==> config.mk <==
export PLATFORM = sky130hd
export DESIGN_NAME = bfba_cmp
export DESIGN_NICKNAME = d
export VERILOG_FILES = /design/src/hw/rtl/bfba_pkg.sv /design/src/hw/rtl/bfba_cmp.sv
export SDC_FILE = /design/constraint.sdc
export NUM_CORES = 1
export LEC_CHECK = 0
export ABC_AREA = 0
export BUFFER_PORTS_ARGS = -buffer_cell sky130_fd_sc_hd__buf_2
export CELL_PAD_IN_SITES_DETAIL_PLACEMENT = 1
export CELL_PAD_IN_SITES_GLOBAL_PLACEMENT = 1
export CORE_MARGIN = 2
export CORE_UTILIZATION = 37
export DETAILED_ROUTE_END_ITERATION = 10
export PLACE_DENSITY_LB_ADDON = 0.3
export SLEW_MARGIN = 20
export SYNTH_ARGS = -nofsm -noshare
export SYNTH_HDL_FRONTEND = slang
export SYNTH_SLANG_ARGS = --single-unit
export TNS_END_PERCENT = 10
==> constraint.sdc <==
create_clock -name vclk -period 5.8
set_input_delay 0.58 -clock vclk [all_inputs]
set_output_delay 0.58 -clock vclk [all_outputs]
set_load 0.05 [all_outputs]
==> src/hw/rtl/bfba_pkg.sv <==
// ----------------------------------------------------------------------------
// bfba_pkg
// Shared widths, codes and types of the best-fit block allocator.
// ----------------------------------------------------------------------------
`default_nettype none

package bfba_pkg;

    localparam int START_W     = 12;
    localparam int LEN_W       = 13;
    localparam int CFG_IDX_W   = 1;
    localparam int CFG_DATA_W  = 13;
    localparam int S_TDATA_W   = 32;
    localparam int S_TUSER_W   = 1;
    localparam int M_TDATA_W   = 128;
    localparam int M_TUSER_W   = 2;
    localparam int ENTRY_W     = START_W + LEN_W;

    localparam int DEF_NUM_BLOCKS      = 4096;
    localparam int DEF_MAX_FREE_GROUPS = 2048;
    localparam int DEF_SEARCH_WINDOW   = 100;

    localparam logic [1:0] ST_OK      = 2'd0;
    localparam logic [1:0] ST_NOSPACE = 2'd1;
    localparam logic [1:0] ST_RANGE   = 2'd2;

    localparam logic FUNC_ALLOC = 1'b0;
    localparam logic FUNC_FREE  = 1'b1;

    localparam logic [CFG_IDX_W-1:0] CFG_RESERVED = 1'b0;
    localparam logic [CFG_IDX_W-1:0] CFG_TOTAL    = 1'b1;

    localparam logic [START_W-1:0] RST_RESERVED = 12'd2;
    localparam logic [LEN_W-1:0]   RST_TOTAL    = 13'd4096;

    // Result of comparing one free-list entry against the current request.
    typedef struct packed {
        logic             len_eq;
        logic             len_ge;
        logic             better;
        logic             overlap;
        logic             p_hit;
        logic             q_hit;
        logic             bigger;
        logic [LEN_W-1:0] sub;
    } cmp_res_t;

endpackage

`default_nettype wire

==> src/hw/rtl/bfba_cmp.sv <==
// ----------------------------------------------------------------------------
// bfba_cmp
// Shared compare unit: tests one free-list entry against the request.
// ----------------------------------------------------------------------------
`default_nettype none

module bfba_cmp import bfba_pkg::*; (
    input  wire logic [START_W-1:0] ent_start,
    input  wire logic [LEN_W-1:0]   ent_len,
    input  wire logic [LEN_W-1:0]   want,
    input  wire logic [START_W-1:0] sb,
    input  wire logic [LEN_W:0]     end_blk,
    input  wire logic [LEN_W-1:0]   diff,
    input  wire logic [LEN_W-1:0]   largest,
    output cmp_res_t                res
);

    logic [LEN_W:0] ent_end;
    logic           len_gt;

    assign ent_end = {2'b00, ent_start} + {1'b0, ent_len};
    assign len_gt  = ent_len > want;

    always_comb begin
        res.len_eq  = ent_len == want;
        res.len_ge  = ent_len >= want;
        res.sub     = ent_len - want;
        res.better  = len_gt && (res.sub < diff);
        // The freed range overlaps a block that is already free.
        res.overlap = ({2'b00, ent_start} < end_blk) && ({2'b00, sb} < ent_end);
        res.p_hit   = ent_end == {2'b00, sb};
        res.q_hit   = {2'b00, ent_start} == end_blk;
        res.bigger  = ent_len > largest;
    end

endmodule

`default_nettype wire

Yosys cells after proc, flatten, opt, wreduce, memory -nomap -nowiden
Cells that the tools add are included.

operators by class
  order comparisons = 6
  $mul = 0
  reduce and logical (&&, ||, !) cells = 2
  equality and inequality tests = 3
  multiplexer cells = 0
  shift-type cells = 0
  add/sub/neg operators = 2
  div/mod/pow operators = 0
  bitwise logic cells = 0

operators with widths
  operator           number
  $lt 12x14->1       2
  $gt 13x13->1       2
  $add 12x13->14     1
  $eq 12x14->1       1
  $eq 14x12->1       1
  $eq 13x13->1       1
  $ge 13x13->1       1
  $lt 13x13->1       1
  $sub 13x13->13     1
  $logic_and 1x1->1  2

storage, ports and cells
  output and inout bits = 20
  memories = 0
  bits in writable memories = 0
  flip-flop bits (word level) = 0
  latch bits = 0
  ROM bits = 0
  input bits = 90

Logic depth before layout (Yosys ltp)
Gate-level depths: netlist of run 1.

  word-level depth = 3
  depth in mapped cells = 16
  mapped depth without buffers = 16

Worst setup path after synthesis of run 1
OpenSTA, ideal clock, no wires.

  path kind = input -> output
  start = input ent_len[0]
  end = output res[17] in the netlist's numbering
  stages = 14
  path buffers = 0
  arrival = 5061 ps
  setup slack = 159 ps
  path through = inv_1 ha_1 fa_1 nor2b_1 o21ai_1 a21boi_1 o31ai_1 a21oi_1 a221oi_2 xnor2_1 ha_1 nor2b_1 or4_1 nor3_1

RTL lines
  what         RTL line        source
  from (decl)  bfba_cmp.sv:9   input wire logic [LEN_W-1:0] ent_len,
  to (decl)    bfba_cmp.sv:15  output cmp_res_t res

==> flow_metrics.env, run 1 <==
export IMPL_fmax_mhz=216
export IMPL_io_pins=110
export IMPL_period_minus_slack_ns=4.63
export IMPL_holdPathEnd="res[0]"
export IMPL_ant_nets=0
export IMPL_worst_path_buf_inv=3
export IMPL_firstDrtPassIters=4
export IMPL_worstMarginPinSlew_ns=0.577
export IMPL_route_detailed_drc=0
export IMPL_drt_total_wl_microns=7530
export IMPL_drtIter0Drc=43
export IMPL_grt_pass1_vias=2871
export IMPL_syn_avg_cell_area_sq_um=7.33
export IMPL_grt_usage=0.219
export IMPL_required_ns=5.22
export IMPL_status="completed"
export IMPL_nFlopsAndLatches=0
export IMPL_portBuffers=110
export IMPL_path_class="input port to output pin"
export IMPL_cp_end_kind="output pin"
export IMPL_setup_violations=0
export IMPL_rows=28
export IMPL_grt_max_degree=8
export IMPL_hold_class="input port to output pin"
export IMPL_p_per_area_mw_per_mm2=136
export IMPL_holdPathStages=4
export IMPL_slowest_delay_ns=0.46
export IMPL_start_kind="input port"
export IMPL_crit_fanout=4
export IMPL_slew_headroom=0.611
export IMPL_dieArea_sq_mm=0.00695
export IMPL_p_leak_nw=1.80
export IMPL_synth_cell_types=46
export IMPL_min_from="want[0]"
export IMPL_core_area_sq_mm=0.00599
export IMPL_cp_top_family="compound AO/OA/AOI/OAI gates"
export IMPL_fp_dieH_microns=83.4
export IMPL_synth_area_sq_mm=0.00233
export IMPL_holdWs_ns=1.66
export IMPL_synth_warnings=0
export IMPL_vias=2637
export IMPL_syn_nets=484
export IMPL_maxSlewViolCount=0
export IMPL_fin_setup_tns_ns=0
export IMPL_cts_hold_buf=0
export IMPL_fillers=821
export IMPL_cp_depth=17
export IMPL_clkbuf_count=0
export IMPL_crit_slowest_cell="or4_1"
export IMPL_hold_viol=0
export IMPL_initial_core_util=0.389
export IMPL_gp_congestion=0.846
export IMPL_regArea_sq_um=0
export IMPL_fp_dieW_microns=83.4
export IMPL_synth_seq_area_share=0
export IMPL_antenna_found_initial=0
export IMPL_dp_hpwl_microns=7030
export IMPL_via_per_inst=5.24
export IMPL_area_growth_pct=27.6
export IMPL_ir_drop_mv=0.0863
export IMPL_grt_pass1_wl_microns=13100
export IMPL_cp_arrival_ns=4.05
export IMPL_grt_overflow=0
export IMPL_drt_wirelength_per_cell_microns=15.0
export IMPL_synthCells=318
export IMPL_antenna_cells=0
export IMPL_fin_crit_sh=0.799
export IMPL_rsz0062_at_grt="no"
export IMPL_max_cap_violations=0
export IMPL_post_cts_resize_count=0
export IMPL_crit_chain="buf_2 > inv_1 > ha_1 > fa_1 > nor2b_1 > o21ai_1 > a21boi_1 > o31ai_1 > a21oi_1 > nor4_1 > a211o_1 > ha_1 > a21oi_1 > nor2b_1 > or4_1 > nor3_1 > buf_2"
export IMPL_nNetsFinal=596
export IMPL_postCtsSetupRepairBufs=0
export IMPL_drive_gt1_frac=0.273
-- power breakdown --
group,switching [mW],internal [mW]
clock,0,0
combinational,0.251,0.154
sequential,0,0
-- synth_stat cells (3+ instances only) --
library cell,instances,area [sq um]
nand2_1,12,45.0
nor2b_1,9,56.3
nor2_1,18,67.6
nand3_1,6,30.0
xor2_1,8,70.1
o21ai_0,16,80.1
nand2b_1,5,31.3
nor3_1,4,20.0
a21o_1,11,82.6
inv_1,60,225
xnor2_1,9,78.8
o21a_1,5,37.5
nor4_1,3,18.8
ha_1,74,926
a211o_1,5,43.8
a21oi_1,28,140
and3_1,3,18.8
o211ai_1,3,22.5
o21ai_1,3,15.0
nand4_1,5,31.3
-- metrics by stage --
step / instances / total power, mW / cell area, sq um / util / worst slack (ns)
CTS: 503 / 0.408 / 2980 / 0.497 / 1.13
floorplan: 318 / 0.285 / 2330 / - / 0.159
finish: 503 / 0.405 / 2980 / 0.497 / 1.17
global placement: 503 / 0.387 / 2980 / 0.497 / 1.32
detailed placement: 503 / 0.405 / 2980 / 0.497 / 1.14
global route: 503 / 0.453 / 2980 / 0.497 / 0.903
-- routing by layer --
layer	part of all wire	vias to the layer above	global-route usage
met5	0	-	0
met4	0	0	0
met3	0.027	0	0.00596
met2	0.52	48	0.436
met1	0.45	1223	0.275
li1	-	1366	-
-- placed cells by master, fill, tap and decap left out, types with 2 or more instances in the layout --
cell type | Yosys | final
o21ai_0 | 16 | 16
o211ai_1 | 3 | 3
nand2_1 | 12 | 12
nand3_1 | 6 | 6
o31ai_1 | 2 | 2
or3_1 | 2 | 2
a21oi_1 | 28 | 28
nor2b_1 | 9 | 9
o21a_1 | 5 | 5
nor2_1 | 18 | 18
xnor2_1 | 9 | 9
nand2b_1 | 5 | 5
and3_1 | 3 | 3
xor2_1 | 8 | 8
o21ai_1 | 3 | 3
ha_1 | 74 | 74
nor4_1 | 3 | 3
nor3_1 | 4 | 4
nand4_1 | 5 | 5
a21o_1 | 11 | 11
buf_2 | 0 | 110
a31oi_1 | 2 | 2
inv_1 | 60 | 60
fa_1 | 2 | 2
a211oi_1 | 2 | 2
a211o_1 | 5 | 5
-- layout make-up --
| type | count | area, sq um | area share |
|---|---|---|---|
| tap | 75 | 93.8 | 0.0315 |
| inverter | 60 | 225 | 0.0757 |
| multi-input combinational | 258 | 2110 | 0.708 |
| timing repair buffer | 110 | 551 | 0.185 |
-- worst min-delay path: stages --
cell   delay, ns
buf_2       0.08
ha_1        0.17
inv_1       0.05
buf_2       0.20
-- worst max-delay path by stage --
stage / slack [ns] / start / to
after floorplan: 0.16 / ent_len[0] / res[17]
after global placement: 1.32 / ent_len[0] / res[17]
after detailed placement: 1.14 / ent_len[0] / res[17]
after CTS: 1.13 / ent_len[0] / res[17]
after global routing: 0.90 / ent_len[0] / res[17]
final: 1.17 / ent_len[0] / res[17]
-- kinds of logic after synthesis --
logic type / synth area share
compound gates: 0.266
fa+ha+maj: 0.414
simple gates: 0.156
buf+inv: 0.0966
xor+xnor: 0.0638
mux: 0.00429
No activity file was read; power rests on OpenSTA's default activity.
==> inputs of run 2 (changes only) <==
Settings changed: CORE_UTILIZATION 37 to 34.
Clock period 5.8 ns to 4.5 ns, I/O delays scaled along.
==> run 2 against run 1 <==
  * Setup slack worse by 0.92 ns
  * Largest power group unchanged
  * Routed wire length decreased by 2.9%
  * Largest cell class unchanged
  * Via count fell by 0.64%
  * Utilization down 4.7 points
  * Non-clock buffer count increased by 1
  * Cell area is 1.6% higher
  * Critical path depth unchanged
==> flow_metrics.env, run 2 (synthesis gave the netlist of run 1 again) <==
export IMPL_antenna_cells=0
export IMPL_grt_use_met1=0.265
export IMPL_clkbuf_count=0
export IMPL_fin_setup_tns_ns=0
export IMPL_holdWs_ns=1.38
export IMPL_drive_gt1_frac=0.284
export IMPL_dp_hpwl_microns=6790
export IMPL_grt_pass1_vias=2750
export IMPL_start_kind="input port"
export IMPL_area_growth_pct=29.6
export IMPL_p_per_area_mw_per_mm2=175
export IMPL_vias=2620
export IMPL_maxSlewViolCount=0
export IMPL_rows=30
export IMPL_crit_fanout=4
export IMPL_cts_hold_buf=0
export IMPL_ant_nets=0
export IMPL_core_area_sq_mm=0.00672
export IMPL_portBuffers=110
export IMPL_final_cell_mix="buf_2, ha_1, inv_1, a21oi_1, nor2_1"
export IMPL_initial_core_util=0.347
export IMPL_setup_violations=0
export IMPL_ir_drop_mv=0.0717
export IMPL_hold_class="input port to output pin"
export IMPL_p_leak_nw=1.81
export IMPL_period_minus_slack_ns=4.25
export IMPL_cp_end_kind="output pin"
export IMPL_gr_max_usage_layer="met2"
export IMPL_mostFrequentLayoutCell="buf_2"
export IMPL_nFlopsAndLatches=0
export IMPL_dieArea_sq_mm=0.00754
export IMPL_required_ns=4.05
export IMPL_drt_wirelength_per_cell_microns=14.4
export IMPL_postCtsSetupRepairBufs=0
export IMPL_gp_congestion=0.782
export IMPL_grt_pass1_wl_microns=12100
export IMPL_fp_dieH_microns=86.8
export IMPL_worstMarginPinSlew_ns=0.458
export IMPL_io_pins=110
export IMPL_route_detailed_drc=0
export IMPL_slew_headroom=0.692
export IMPL_regArea_sq_um=0
export IMPL_cp_arrival_ns=3.80
export IMPL_fmax_mhz=235
export IMPL_antenna_found_initial=0
export IMPL_max_cap_violations=0
export IMPL_nNetsFinal=597
export IMPL_fin_crit_sh=0.944
export IMPL_grt_usage=0.192
export IMPL_post_cts_resize_count=0
export IMPL_use_met3=0.00476
export IMPL_path_class="input port to output pin"
export IMPL_drtIter0Drc=51
export IMPL_status="completed"
export IMPL_drt_total_wl_microns=7310
export IMPL_via_per_inst=5.15
export IMPL_fp_dieW_microns=86.8
export IMPL_grt_overflow=0
export IMPL_grt_max_degree=8
export IMPL_firstDrtPassIters=4
export IMPL_hold_viol=0
export IMPL_use_met2=0.347
==> run 2: worst paths after layout <==
check | from | to | slack [ns] | cells past startpoint
worst max-delay path | ent_len[0] | res[17] | 0.25 | 17
worst min-delay path | end_blk[12] | res[14] | 1.38 | 5
==> run 2: per-stage QoR <==
step	util	setup slack (ns)	power [mW]	area (sq um)	std cells
6_report	0.450	0.250	0.529	3020	509
5_1_grt	0.450	-0.00227	0.592	3020	509
4_1_cts	0.449	0.123	0.532	3020	509
3_5_place_dp	0.449	0.129	0.528	3020	509
3_3_place_gp	0.449	0.230	0.511	3020	509
2_1_floorplan	-	0.0393	0.376	2360	318
==> run 2: worst max-delay path, cell delays in order <==
cell      delay (ns)
buf_2           0.09
inv_1           0.07
ha_1            0.23
fa_1            0.40
nor2b_1         0.13
o21ai_1         0.08
a21boi_1        0.25
o31ai_1         0.14
a21oi_2         0.28
nor4_1          0.07
a211o_1         0.29
ha_1            0.19
a21oi_1         0.12
nor2b_1         0.06
or4_1           0.52
nor3_4          0.19
clkbuf_4        0.24
==> run 2: cell type report <==
| class | count | area [sq um] |
|---|---|---|
| fill | 904 | 3700 |
| multi-input combinational | 258 | 2140 |
| timing repair buffer | 111 | 561 |
| tap | 80 | 100 |
| inverter | 60 | 225 |
==> run 2: routing by layer <==
metal,vias up,part of all wire
met4,0,0.0036
met2,52,0.49
met3,2,0.028
met5,-,0
li1,1362,-
met1,1204,0.48
==> run 2: power breakdown <==
group          switching, mW  leakage (nW)  internal [mW]  total (mW)
logic                  0.324          1.81          0.205       0.529
registers                  0             0              0           0
clock network              0             0              0           0
total                  0.324          1.81          0.205       0.529
